File: config.mk
export PLATFORM = sky130hd
export DESIGN_NAME = prescaled_software_timer_bank_core
export DESIGN_NICKNAME = d
export VERILOG_FILES = /design/src/hdl/stb_pkg.sv /design/src/hdl/stb_front.sv /design/src/hdl/stb_queue.sv /design/src/hdl/stb_back.sv /design/src/hdl/prescaled_software_timer_bank_core.sv
export SDC_FILE = /design/constraint.sdc
export NUM_CORES = 1
export LEC_CHECK = 0
export ABC_AREA = 1
export BUFFER_PORTS_ARGS = -buffer_cell sky130_fd_sc_hd__buf_2
export CELL_PAD_IN_SITES_DETAIL_PLACEMENT = 1
export CELL_PAD_IN_SITES_GLOBAL_PLACEMENT = 1
export CORE_MARGIN = 3
export CORE_UTILIZATION = 48
export DETAILED_ROUTE_END_ITERATION = 16
export PLACE_DENSITY = 0.84
export SLEW_MARGIN = 10
export SYNTH_ARGS = -nofsm -noshare
export SYNTH_HDL_FRONTEND = slang
export SYNTH_HIERARCHICAL = 1
export SYNTH_SLANG_ARGS = --single-unit
File: constraint.sdc
create_clock -name clk -period 4.2 [get_ports clk]
set_input_delay 0.21 -clock clk [delete_from_list [all_inputs] [get_ports clk]]
set_output_delay 0.21 -clock clk [all_outputs]
set_load 0.005 [all_outputs]
File: src/hdl/stb_pkg.sv
// Shared types and constants for the prescaled timer bank.
// Holds payload structs, command and status codes, and the back-end state type.
// No dependencies.
package stb_pkg;

	localparam int NUM_TIMERS   = 8;
	localparam int MAX_RESULTS  = 8;
	localparam int SLOT_W       = 3;
	localparam int PERIOD_W     = 16;
	localparam int DIV_W        = 8;
	localparam int NREP_W       = 4;
	localparam int DIV_STEPS    = PERIOD_W;
	localparam int STEP_W       = 4;
	localparam logic [DIV_W-1:0] DIVIDER_RESET = 8'd20;

	localparam logic [1:0] CMD_TICK  = 2'd0;
	localparam logic [1:0] CMD_SET   = 2'd1;
	localparam logic [1:0] CMD_START = 2'd2;
	localparam logic [1:0] CMD_STOP  = 2'd3;

	localparam logic [1:0] ST_OK   = 2'd0;
	localparam logic [1:0] ST_ZERO = 2'd1;
	localparam logic [1:0] ST_BUSY = 2'd2;

	localparam logic EV_STATUS = 1'b0;
	localparam logic EV_EXPIRY = 1'b1;

	typedef struct packed {
		logic [1:0]          cmd;
		logic [SLOT_W-1:0]   timer_index;
		logic [PERIOD_W-1:0] period;
		logic                periodic;
	} in_t;

	typedef struct packed {
		logic              event_kind;
		logic [SLOT_W-1:0] slot;
		logic [1:0]        status;
		logic              last;
	} out_t;

	typedef enum logic [2:0] {
		OP_TICK,
		OP_SET,
		OP_START,
		OP_STOP,
		OP_NOP
	} op_t;

	typedef struct packed {
		op_t                 op;
		logic [SLOT_W-1:0]   idx;
		logic [PERIOD_W-1:0] period;
		logic                periodic;
	} item_t;

	typedef struct packed {
		logic [PERIOD_W-1:0] period;
		logic [PERIOD_W-1:0] count;
		logic                periodic;
		logic                enabled;
	} slot_t;

	typedef enum logic [2:0] {
		S_IDLE,
		S_EXEC,
		S_DIV,
		S_SETW,
		S_SCAN,
		S_FLUSH
	} state_t;

endpackage

File: src/hdl/stb_front.sv
// Front end: accepts input transfers and classifies them into work items.
// Holds one classified item until the queue takes it. Depends on stb_pkg.
module stb_front (
	input  logic           clk,
	input  logic           arst_n,
	input  logic           in_valid,
	output logic           in_ready,
	input  stb_pkg::in_t   in_data,
	output logic           push,
	output stb_pkg::item_t push_item,
	input  logic           q_full
);

	logic           hold_v_q;
	stb_pkg::item_t hold_q;
	stb_pkg::item_t cls;

	always_comb begin
		cls.idx      = in_data.timer_index;
		cls.period   = in_data.period;
		cls.periodic = in_data.periodic;
		cls.op       = stb_pkg::OP_NOP;
		unique case (in_data.cmd)
			stb_pkg::CMD_TICK: cls.op = stb_pkg::OP_TICK;
			stb_pkg::CMD_SET: begin
				if (int'(in_data.timer_index) < stb_pkg::NUM_TIMERS) cls.op = stb_pkg::OP_SET;
			end
			stb_pkg::CMD_START: begin
				if (int'(in_data.timer_index) < stb_pkg::NUM_TIMERS) cls.op = stb_pkg::OP_START;
			end
			stb_pkg::CMD_STOP: begin
				if (int'(in_data.timer_index) < stb_pkg::NUM_TIMERS) cls.op = stb_pkg::OP_STOP;
			end
			default: cls.op = stb_pkg::OP_NOP;
		endcase
	end

	assign push      = hold_v_q && !q_full;
	assign push_item = hold_q;
	assign in_ready  = !hold_v_q || !q_full;

	always_ff @(posedge clk or negedge arst_n) begin
		if (!arst_n) begin
			hold_v_q <= 1'b0;
		end else if (in_valid && in_ready) begin
			hold_v_q <= 1'b1;
		end else if (push) begin
			hold_v_q <= 1'b0;
		end
	end

	always_ff @(posedge clk) begin
		if (in_valid && in_ready) begin
			hold_q <= cls;
		end
	end

endmodule

File: src/hdl/stb_queue.sv
// Two-entry queue of classified items between front and back ends.
// Depends on stb_pkg.
module stb_queue (
	input  logic           clk,
	input  logic           arst_n,
	input  logic           push,
	input  stb_pkg::item_t push_item,
	output logic           full,
	input  logic           pop,
	output logic           not_empty,
	output stb_pkg::item_t head
);

	stb_pkg::item_t mem_q [2];
	logic           wr_ptr_q;
	logic           rd_ptr_q;
	logic [1:0]     count_q;

	assign full      = (count_q == 2'd2);
	assign not_empty = (count_q != 2'd0);
	assign head      = mem_q[rd_ptr_q];

	always_ff @(posedge clk or negedge arst_n) begin
		if (!arst_n) begin
			wr_ptr_q <= 1'b0;
			rd_ptr_q <= 1'b0;
			count_q  <= 2'd0;
		end else begin
			if (push) wr_ptr_q <= !wr_ptr_q;
			if (pop) rd_ptr_q <= !rd_ptr_q;
			if (push && !pop) begin
				count_q <= count_q + 2'd1;
			end else if (pop && !push) begin
				count_q <= count_q - 2'd1;
			end
		end
	end

	always_ff @(posedge clk) begin
		if (push) begin
			mem_q[wr_ptr_q] <= push_item;
		end
	end

endmodule

File: src/hdl/stb_back.sv
// Back end: executes items against the slot bank, scans slots on timer ticks,
// divides requested periods bit-serially, and owns the result register.
// Depends on stb_pkg.
module stb_back (
	input  logic                        clk,
	input  logic                        arst_n,
	input  logic [stb_pkg::DIV_W-1:0]   tick_divider,
	input  logic                        q_valid,
	input  stb_pkg::item_t              q_head,
	output logic                        q_pop,
	output logic                        out_valid,
	input  logic                        out_ready,
	output stb_pkg::out_t               out_data
);

	stb_pkg::state_t state_q, state_d;
	stb_pkg::item_t  cur_q;
	stb_pkg::slot_t  slots_q [stb_pkg::NUM_TIMERS];

	logic [stb_pkg::DIV_W-1:0]    prescale_q, prescale_d;
	logic [stb_pkg::SLOT_W-1:0]   scan_q, scan_d;
	logic                         pend_v_q, pend_v_d;
	logic [stb_pkg::SLOT_W-1:0]   pend_slot_q, pend_slot_d;
	logic [stb_pkg::NREP_W-1:0]   nrep_q, nrep_d;

	logic [stb_pkg::PERIOD_W-1:0] dividend_q, quot_q;
	logic [stb_pkg::DIV_W-1:0]    rem_q;
	logic [stb_pkg::STEP_W-1:0]   step_q;
	logic                         div_start;
	logic [stb_pkg::DIV_W:0]      shifted;
	logic                         ge;

	logic                         out_valid_q;
	stb_pkg::out_t                out_q;
	logic                         emit;
	logic                         emit_ok;
	stb_pkg::out_t                emit_d;

	logic [stb_pkg::SLOT_W-1:0]   addr;
	stb_pkg::slot_t               rd_rec, wr_rec;
	logic                         wr_en;
	logic [stb_pkg::DIV_W-1:0]    div_eff;
	logic [stb_pkg::PERIOD_W-1:0] dec;
	logic                         expire, report, stall;

	assign div_eff   = (tick_divider == '0) ? stb_pkg::DIV_W'(1) : tick_divider;
	assign addr      = (state_q == stb_pkg::S_SCAN) ? scan_q : cur_q.idx;
	assign rd_rec    = slots_q[addr];
	assign emit_ok   = !out_valid_q || out_ready;
	assign out_valid = out_valid_q;
	assign out_data  = out_q;

	assign shifted = {rem_q, dividend_q[stb_pkg::PERIOD_W-1]};
	assign ge      = shifted >= {1'b0, div_eff};

	always_comb begin
		dec    = rd_rec.count - stb_pkg::PERIOD_W'(1);
		expire = rd_rec.enabled && (dec == '0);
		report = expire && (nrep_q < stb_pkg::NREP_W'(stb_pkg::MAX_RESULTS));
		stall  = report && pend_v_q && !emit_ok;
	end

	always_comb begin
		state_d     = state_q;
		q_pop       = 1'b0;
		emit        = 1'b0;
		emit_d      = '0;
		wr_en       = 1'b0;
		wr_rec      = rd_rec;
		prescale_d  = prescale_q;
		scan_d      = scan_q;
		pend_v_d    = pend_v_q;
		pend_slot_d = pend_slot_q;
		nrep_d      = nrep_q;
		div_start   = 1'b0;
		emit_d.event_kind = stb_pkg::EV_STATUS;
		emit_d.slot       = cur_q.idx;
		emit_d.status     = stb_pkg::ST_OK;
		emit_d.last       = 1'b1;
		unique case (state_q)
			stb_pkg::S_IDLE: begin
				if (q_valid) begin
					q_pop   = 1'b1;
					state_d = stb_pkg::S_EXEC;
				end
			end
			stb_pkg::S_EXEC: begin
				unique case (cur_q.op)
					stb_pkg::OP_TICK: begin
						if ({1'b0, prescale_q} + 9'd1 >= {1'b0, div_eff}) begin
							prescale_d = '0;
							scan_d     = '0;
							pend_v_d   = 1'b0;
							nrep_d     = '0;
							state_d    = stb_pkg::S_SCAN;
						end else begin
							prescale_d = prescale_q + stb_pkg::DIV_W'(1);
							state_d    = stb_pkg::S_IDLE;
						end
					end
					stb_pkg::OP_SET: begin
						if (rd_rec.enabled) begin
							emit          = 1'b1;
							emit_d.status = stb_pkg::ST_BUSY;
							if (emit_ok) state_d = stb_pkg::S_IDLE;
						end else begin
							div_start = 1'b1;
							state_d   = stb_pkg::S_DIV;
						end
					end
					stb_pkg::OP_START: begin
						emit = 1'b1;
						if (rd_rec.enabled) begin
							wr_rec.count = rd_rec.period;
						end else if (rd_rec.period == '0) begin
							emit_d.status = stb_pkg::ST_ZERO;
						end else begin
							if (rd_rec.count == '0) wr_rec.count = rd_rec.period;
							wr_rec.enabled = 1'b1;
						end
						if (emit_ok) begin
							wr_en   = 1'b1;
							state_d = stb_pkg::S_IDLE;
						end
					end
					stb_pkg::OP_STOP: begin
						emit           = 1'b1;
						wr_rec.enabled = 1'b0;
						if (emit_ok) begin
							wr_en   = 1'b1;
							state_d = stb_pkg::S_IDLE;
						end
					end
					stb_pkg::OP_NOP: begin
						emit = 1'b1;
						if (emit_ok) state_d = stb_pkg::S_IDLE;
					end
					default: state_d = stb_pkg::S_IDLE;
				endcase
			end
			stb_pkg::S_DIV: begin
				if (step_q == stb_pkg::STEP_W'(stb_pkg::DIV_STEPS - 1)) state_d = stb_pkg::S_SETW;
			end
			stb_pkg::S_SETW: begin
				emit = 1'b1;
				if (quot_q == '0) begin
					emit_d.status = stb_pkg::ST_ZERO;
				end else begin
					wr_rec.period   = quot_q;
					wr_rec.count    = quot_q;
					wr_rec.periodic = cur_q.periodic;
				end
				if (emit_ok) begin
					wr_en   = (quot_q != '0);
					state_d = stb_pkg::S_IDLE;
				end
			end
			stb_pkg::S_SCAN: begin
				emit              = report && pend_v_q;
				emit_d.event_kind = stb_pkg::EV_EXPIRY;
				emit_d.slot       = pend_slot_q;
				emit_d.last       = 1'b0;
				if (rd_rec.enabled) begin
					wr_rec.count = expire ? rd_rec.period : dec;
					if (expire && !rd_rec.periodic) wr_rec.enabled = 1'b0;
				end
				if (!stall) begin
					wr_en  = rd_rec.enabled;
					scan_d = scan_q + stb_pkg::SLOT_W'(1);
					if (report) begin
						pend_v_d    = 1'b1;
						pend_slot_d = scan_q;
						nrep_d      = nrep_q + stb_pkg::NREP_W'(1);
					end
					if (scan_q == stb_pkg::SLOT_W'(stb_pkg::NUM_TIMERS - 1)) begin
						state_d = stb_pkg::S_FLUSH;
					end
				end
			end
			stb_pkg::S_FLUSH: begin
				emit_d.event_kind = stb_pkg::EV_EXPIRY;
				emit_d.slot       = pend_slot_q;
				emit_d.last       = 1'b1;
				if (pend_v_q) begin
					emit = 1'b1;
					if (emit_ok) begin
						pend_v_d = 1'b0;
						state_d  = stb_pkg::S_IDLE;
					end
				end else begin
					state_d = stb_pkg::S_IDLE;
				end
			end
			default: state_d = stb_pkg::S_IDLE;
		endcase
	end

	always_ff @(posedge clk or negedge arst_n) begin
		if (!arst_n) begin
			state_q     <= stb_pkg::S_IDLE;
			prescale_q  <= '0;
			scan_q      <= '0;
			pend_v_q    <= 1'b0;
			pend_slot_q <= '0;
			nrep_q      <= '0;
			out_valid_q <= 1'b0;
		end else begin
			state_q     <= state_d;
			prescale_q  <= prescale_d;
			scan_q      <= scan_d;
			pend_v_q    <= pend_v_d;
			pend_slot_q <= pend_slot_d;
			nrep_q      <= nrep_d;
			if (emit && emit_ok) begin
				out_valid_q <= 1'b1;
			end else if (out_ready) begin
				out_valid_q <= 1'b0;
			end
		end
	end

	always_ff @(posedge clk or negedge arst_n) begin
		if (!arst_n) begin
			for (int i = 0; i < stb_pkg::NUM_TIMERS; i++) begin
				slots_q[i] <= '0;
			end
		end else if (wr_en) begin
			slots_q[addr] <= wr_rec;
		end
	end

	always_ff @(posedge clk) begin
		if (q_pop) cur_q <= q_head;
		if (emit && emit_ok) out_q <= emit_d;
		if (div_start) begin
			dividend_q <= cur_q.period;
			quot_q     <= '0;
			rem_q      <= '0;
			step_q     <= '0;
		end else if (state_q == stb_pkg::S_DIV) begin
			dividend_q <= {dividend_q[stb_pkg::PERIOD_W-2:0], 1'b0};
			quot_q     <= {quot_q[stb_pkg::PERIOD_W-2:0], ge};
			rem_q      <= ge ? stb_pkg::DIV_W'(shifted - {1'b0, div_eff})
			                 : shifted[stb_pkg::DIV_W-1:0];
			step_q     <= step_q + stb_pkg::STEP_W'(1);
		end
	end

endmodule

File: src/hdl/prescaled_software_timer_bank_core.sv
// A start, stop or busy-refused set passes the front register and the queue, then executes
// and registers its status; any other set first runs the 16-step restoring divider.
// A firing raw tick scans the 8 slots, one slot a cycle unless an expiry result stalls.
// Throughput: one item in execution at a time; the front register and 2-entry queue
// keep taking transfers while the back end works or the result waits, until they fill.
// Reset: all slots stopped with zero period and count, prescaler 0, tick_divider 20.
module prescaled_software_timer_bank_core (
	input  logic                      clk,
	input  logic                      arst_n,
	input  logic                      in_valid,
	output logic                      in_ready,
	input  stb_pkg::in_t              in_data,
	output logic                      out_valid,
	input  logic                      out_ready,
	output stb_pkg::out_t             out_data,
	input  logic                      cfg_wr_en,
	input  logic [stb_pkg::DIV_W-1:0] cfg_wr_data
);

	logic [stb_pkg::DIV_W-1:0] tick_divider_q;
	logic                      push;
	stb_pkg::item_t            push_item;
	logic                      q_full;
	logic                      q_pop;
	logic                      q_valid;
	stb_pkg::item_t            q_head;

	always_ff @(posedge clk or negedge arst_n) begin
		if (!arst_n) begin
			tick_divider_q <= stb_pkg::DIVIDER_RESET;
		end else if (cfg_wr_en) begin
			tick_divider_q <= cfg_wr_data;
		end
	end

	stb_front u_front (
		.clk       (clk),
		.arst_n    (arst_n),
		.in_valid  (in_valid),
		.in_ready  (in_ready),
		.in_data   (in_data),
		.push      (push),
		.push_item (push_item),
		.q_full    (q_full)
	);

	stb_queue u_queue (
		.clk       (clk),
		.arst_n    (arst_n),
		.push      (push),
		.push_item (push_item),
		.full      (q_full),
		.pop       (q_pop),
		.not_empty (q_valid),
		.head      (q_head)
	);

	stb_back u_back (
		.clk          (clk),
		.arst_n       (arst_n),
		.tick_divider (tick_divider_q),
		.q_valid      (q_valid),
		.q_head       (q_head),
		.q_pop        (q_pop),
		.out_valid    (out_valid),
		.out_ready    (out_ready),
		.out_data     (out_data)
	);

endmodule
* Word level (Yosys, flattened, before mapping) *
Memory sizes are Yosys's and may differ from the RTL's. A register that Yosys moved wholly into a read port is not among the register bits.
Cells that the tools add are included.

word-level totals
  bits in writable memories = 46
  output and inout bits = 9
  input bits = 35
  word-level logic and storage cells = 227
  register bits = 382
  memories kept = 1

cells by class
  add/sub/neg operators = 9
  equal/unequal tests = 22
  reduce and logical (&&, ||, !) cells = 47
  bitwise logic cells = 2
  muxes and demuxes = 85
  $lt $le $gt $ge = 5

memories
  name           words  bits a word  rd ports  clocked after memory_dff  write ports  RTL line         source
  u_queue.mem_q  2      23           1         1                         1            stb_queue.sv:14  stb_pkg::item_t mem_q [2];

operators with widths
  cell                                                 number
  bitwise mux 272 bit                                  1
  two-way mux 16 bit                                   9
  binary-select mux 34 bit (select 3 bit)              1
  demux 34 bit (select 3 bit)                          1
  two-way mux 34 bit                                   3
  zero test 16 bit                                     4
  case mux 16 bit (3 select lines)                     1
  two-way mux 3 bit                                    12
  two-way mux 33 bit                                   1
  two-way mux 1 bit                                    31
  two-way mux 8 bit                                    3
  two-way mux 4 bit                                    5
  >= comparator 9 x 8 -> 1 bit                         2
  case mux 3 bit (6 select lines)                      1
  nonzero test 16 bit                                  1
  subtractor 16 x 1 -> 16 bit (second input constant)  1
  == test 3 x 2 -> 1 bit (second input constant)       4
  == test 3 bit (second input constant)                4
  case mux 3 bit (4 select lines)                      1
  nonzero test 2 bit                                   6
  logical AND 1 bit                                    11
  AND reduction 5 bit                                  2
  adder 8 x 1 -> 9 bit (second input constant)         1
  zero test 1 bit                                      9
  35 further kinds                                     55

* Logic depth before layout (Yosys ltp) *
  word-level depth = 14
  mapped depth = 30

* Hierarchy *
Netlist, hierarchy kept.

modules (own cells, without submodules)
  module                              cells an instance  times used  area an instance (um2)
  stb_back                            2570               1           19572.5
  stb_queue                           97                 1           1969.4
  stb_front                           33                 1           728.2
  prescaled_software_timer_bank_core  34                 1           307.8

* Worst setup path before layout *
No wires, ideal clock.

  kind = reg2reg
  start = register u_back.state_q[1]
  end = register u_back.out_q (netlist bit u_back/out_data[0]), enable pin
  library setup time = 360 ps
  stages on the path, launching flop included = 27
  path slack = 470 ps
  clock period less this slack = 3730 ps
  arrival time = 3370 ps
  cells stage by stage = dfrtp_1 -> nor2_4 -> nand2_4 -> nand2_4 -> nand2_4 -> buf_6 -> nand2_1 -> nand2_1 -> nand2_1 -> nand2_1 -> nand2_1 -> nand2_1 -> inv_1 -> ha_1 -> nand2_1 -> nor2_2 -> nand2_1 -> nor2_2 -> nand3_1 -> nand2_1 -> nand2_1 -> nor2_4 -> buf_2 -> nand3_1 -> nor2_1 -> a21oi_1 -> nor2_1

between the ends
  longest elaborated chain between the ends = 13

ends and longest elaborated chain
  element                                                RTL line                        source
  start, declared                                        stb_back.sv:16                  stb_pkg::state_t state_q, state_d;
  start signal, assigned                                 stb_back.sv:200                 state_q <= stb_pkg::S_IDLE;
  start signal, assigned                                 stb_back.sv:208                 state_q <= state_d;
  == test 3 bit                                          stb_back.sv:47, stb_back.sv:80
  two-way mux 3 bit                                      stb_back.sv:47                  assign addr = (state_q == stb_pkg::S_SCAN) ? scan_q : cur_q.idx;
  NOT 3 -> 4 bit (implied by the code)                   stb_back.sv:48                  assign rd_rec = slots_q[addr];
  binary-select mux 34 bit (select 3 bit)                stb_back.sv:48
  two-way mux 34 bit (implied by the code) (2 in a row)  stb_back.sv:48
  subtractor 16 x 1 -> 16 bit                            stb_back.sv:57                  dec = rd_rec.count - stb_pkg::PERIOD_W'(1);
  zero test 16 bit                                       stb_back.sv:58                  expire = rd_rec.enabled && (dec == '0);
  logical AND 1 bit                                      stb_back.sv:58
  logical AND 1 bit                                      stb_back.sv:59                  report = expire && (nrep_q < stb_pkg::NREP_W'(stb_pkg::MAX_RESULTS));
  logical AND 1 bit                                      stb_back.sv:159                 emit = report && pend_v_q;
  case mux 1 bit (4 select lines) (*)                    stb_back.sv:80                  unique case (state_q)
  logical AND 1 bit (*)                                  stb_back.sv:234                 if (emit && emit_ok) out_q <= emit_d;
  end signal, assigned                                   stb_back.sv:234
  end, declared                                          stb_back.sv:34                  stb_pkg::out_t out_q;

Mark *: on every way between the ends. The rest lies on a longest branch, timed or not. The select of a mux whose other input is x is not followed.
A chain may end at the register's enable or synchronous reset.

* Worst setup path in the final report *
  start = register u_back.state_q[1]
  end = register u_back/slots_q[169] (netlist bit)

between the ends
  longest elaborated chain between the ends = 14

ends and longest elaborated chain
  element                                                RTL line                         source
  == test 3 bit                                          stb_back.sv:47, stb_back.sv:80
  two-way mux 3 bit                                      stb_back.sv:47
  NOT 3 -> 4 bit (implied by the code)                   stb_back.sv:48, stb_back.sv:228
  binary-select mux 34 bit (select 3 bit)                stb_back.sv:48
  two-way mux 34 bit (implied by the code) (2 in a row)  stb_back.sv:48
  subtractor 16 x 1 -> 16 bit                            stb_back.sv:57
  zero test 16 bit                                       stb_back.sv:58
  logical AND 1 bit                                      stb_back.sv:58
  logical AND 1 bit                                      stb_back.sv:59
  logical AND 1 bit (2 in a row)                         stb_back.sv:60                   stall = report && pend_v_q && !emit_ok;
  two-way mux 1 bit                                      stb_back.sv:167                  if (!stall) begin
  case mux 1 bit (3 select lines)                        stb_back.sv:80
  end signal, assigned by index                          stb_back.sv:228                  slots_q[addr] <= wr_rec;
  end, declared                                          stb_back.sv:18                   stb_pkg::slot_t slots_q [stb_pkg::NUM_TIMERS];

Parallel ways exist; a longest one is shown, timed or not. The select of a mux whose other input is x is not followed.

==> results.md <==
* Root Buffer: clkbuf_16
* Largest net degree at the start of global routing at between 90 and 100
* Mapped cell area at approximately 0.023 mm²
* Synth Area per Inst at a little over 8 µm²
* Port bufs at 43
* CTS clk-pin slew, worst paths at 0.07 ns
* Post-synth EDFFs at 114
* CTS Buf Count at around 50
* Commonest non-fill, non-tap cell in the layout: nand2_1
* Status: finished, violations left
* Die W at 222.9 µm
* DRT antenna net count at 0
* P&R area growth vs syn at 21.29%
* Layout cells sized above 1 at 0.1528
* Via count at 21790
* Detailed-placement wirelength estimate at 51.47 mm
* WHS Path Cells at 4
* Setup tns final at -2.534 ns
* Most used DFF post-synth: dfrtp_1
* Routed len/inst at 25.08 µm
* CP Launch Type: flop
* Placed cells at 3376
* Overall Global Routing Usage at 0.3266
* Clock Power Share at 0.194
* Post-synth net total at approximately 2800
* Sw Ratio at 0.4613
* Post-Synthesis Cells at approximately 2700
* Max Cap Viol at 0
* Share of total power in combinational logic at 0.523
* Dpl ws at -0.2420 ns
* Final slew viol count at 0
* Final Instance Area at 0.02739 mm²
* Final Hold Fails at 0
* Async SR Flop Fraction at 0.6844
* Internal power at approximately 0.013 W
* Clock buffer depth at 3
* R2R depth at 31
* First-pass GRT wire length at around 130 mm
* Vias in the first global route at around 22000
* Most frequent cells in the layout: nand2_1, dfrtp_1, inv_1
* Total Power at 0.02335 W
* Row Count at 78
* Slew HR at 0.2792
* Core Area at 0.04597 mm²
* Critical path endpoint category: flop
* Initial antenna violation count at 1
* FMAX at 233.0 MHz
* Final setup viols at 111
* Lkg Pwr at ~13 nW
* Sequential area share after synthesis at 0.5179
* Peak VDD IR at 0.0004506 V
* Dpl cell area at ~0.024 mm²
* #FFs+latches synth at 450
* Worst hold path type: in -> reg
* Synth area leaders: dfrtp_1, nand2_1, edfxtp_1
* Crit-path max cell delay at around 0.42 ns
* Synth top area share at 0.3392
* Max Clock Skew at 0.05508 ns
* RSZ-0062 raised after global routing: true
* Routability cong. at roughly 0.98
* Crit path arrival time at 4.84 ns
* Nets at 2985
* Die ar. at 0.04968 mm²
* Flop pwr share at 0.283
* Die H at 222.9 µm
* Ports at 44
* # DRC at 0
* Unique masters post-synth at 57
* Yosys top cell by area: dfrtp_1
* Worst EP required at 4.75 ns
* Clock sinks at 450
* Worst Path Class, Setup: reg -> reg
* Total congestion overflow at 0
* Starting DRT DRC Count at 2086
* WL final at a little under 90 mm
* Crit-path max FO at 12
* Finished Layout Cells at 3566
* Clk_lat worst skew at around 0.64 ns
* Via density at roughly 6.1
* Violated checks: negative setup slack
* Final Cycle Share at 1.022
* CTS tree: yes
* Yosys Warn Count at 6
* Final min period at 4.292 ns
* Drt pass-1 iters at 5
* Most frequent CP cell: nand2_1
* Final worst slack at -0.09213 ns
* Worst-Margin Slew at 1.080 ns
* H-Tree Depth at 2
* Power density cells at 852.6 mW/mm²
* P_sw at ~0.011 W
* Initial core utilization at 0.4912
* Slowest CP cell: dfrtp_1
## layer usage
layer / part of all wire / global-route usage / vias to the layer above
met5: 0.000089 / 0 / -
met4: 0.060 / 0.1618 / 2
met3: 0.078 / 0.06158 / 345
met2: 0.48 / 0.5466 / 1164
met1: 0.39 / 0.4078 / 11030
li1: - / - / 9247
## power groups by stage
stage          combinational, W  sequential (W)  clock [W]
2_1_floorplan           0.00631         0.00637          0
4_1_cts                  0.0106         0.00655    0.00454
5_1_grt                  0.0129         0.00670    0.00476
3_5_place_dp             0.0103         0.00659          0
6_report                 0.0122         0.00661    0.00453
3_3_place_gp            0.00988         0.00649          0
## repair_timing
action / CTS / global route
endpoints found under the setup margin: 242 / 291
gates resized for setup: 11 / 76
setup buffers: 4 / 35
endpoints found under the hold margin: 118 / 0
cloned: 0 / 18
hold buffers: 41 / 0
pin swaps: 3 / 34
## worst max-delay path, delay by kind of cell (launching register included)
family          cells  cell delay (ns)
flops               1             0.42
simple gates       24             2.80
buf+inv             5             0.67
fa+ha+maj           1             0.20
compound gates      1             0.11
## cells by family after synthesis
logic type / share of synthesized area
fa+ha+maj: 0.01419
buf+inv: 0.06600
other cells: 0.0001661
simple gates: 0.2943
mux: 0.01463
flops: 0.5179
xor+xnor: 0.006207
compound gates: 0.08656
## stage by stage
| stage | utilization | hold WS [ns] |
|---|---|---|
| 2_1_floorplan | - | -0.08559 |
| 3_3_place_gp | 0.5241 | 0.2927 |
| 3_5_place_dp | 0.5241 | 0.3068 |
| 4_1_cts | 0.5721 | 0.002027 |
| 5_1_grt | 0.5957 | 0.05086 |
| 6_report | 0.5958 | 0.04895 |
## cells in the mapped netlist, types with 3 or more instances
master	number
nand2_1	1121
dfrtp_1	306
inv_1	172
nand3_1	167
o21ai_1	144
edfxtp_1	114
nor2_1	110
a21oi_1	101
o21ai_0	67
buf_2	40
buf_4	40
nand3b_1	35
clkbuf_1	29
dfxtp_1	28
nand4_1	27
ha_1	24
inv_2	19
mux2_4	19
nand2_4	19
o22ai_1	18
nor2_4	14
xor2_1	12
buf_6	9
a21oi_2	8
nand2_2	8
o211ai_1	8
nor2_2	7
nor3_1	7
a211oi_1	6
nand4_2	6
mux2_2	4
xnor2_1	4
a22oi_1	3
buf_1	3
clkinv_1	3
nor4_1	3
## path summary, 6_finish.rpt
kind / endpoint / slack (ns) / from
max in group asynchronous: u_back/slots_q[58] / 2.86 / arst_n
min in group asynchronous: u_back/slots_q[261] / 0.22 / arst_n
worst min register to register: u_queue/mem_q[0][20] / 0.45 / u_front/push_item[20]
worst min-delay path: u_back/out_valid / 0.05 / out_ready
worst max-delay path: u_back/slots_q[169] / -0.09 / u_back/state_q[1]
worst max register to register: u_back/slots_q[169] / -0.09 / u_back/state_q[1]
## area by class of cell
cell class,count,area (µm²)
Timing Repair Buffer,263,2841
Sequential cell,450,11700
Clock inverter,14,186.4
Fill cell,5345,18580
Inverter,194,742.0
Tap cell,600,750.7
Antenna cell,1,2.502
Clock buffer,77,1491
Multi-Input combinational cell,1967,9676
## flip-flops by register name (all words and copies together) (netlist names), 2 cells and up
signal / cells
u_back/nrep_q: 4
u_back/out_data: 7
u_back/prescale_q: 8
u_back/state_q: 3
u_back/quot_q: 16
u_back/slots_q: 272
u_back/scan_q: 3
tick_divider_q: 8
u_queue/mem_q: 46
u_back/dividend_q: 16
u_queue/count_q: 2
u_back/pend_slot_q: 3
u_front/push_item: 22
u_back/cur_q: 23
u_back/rem_q: 8
u_back/step_q: 4
Power figures use the tool's default switching activity.
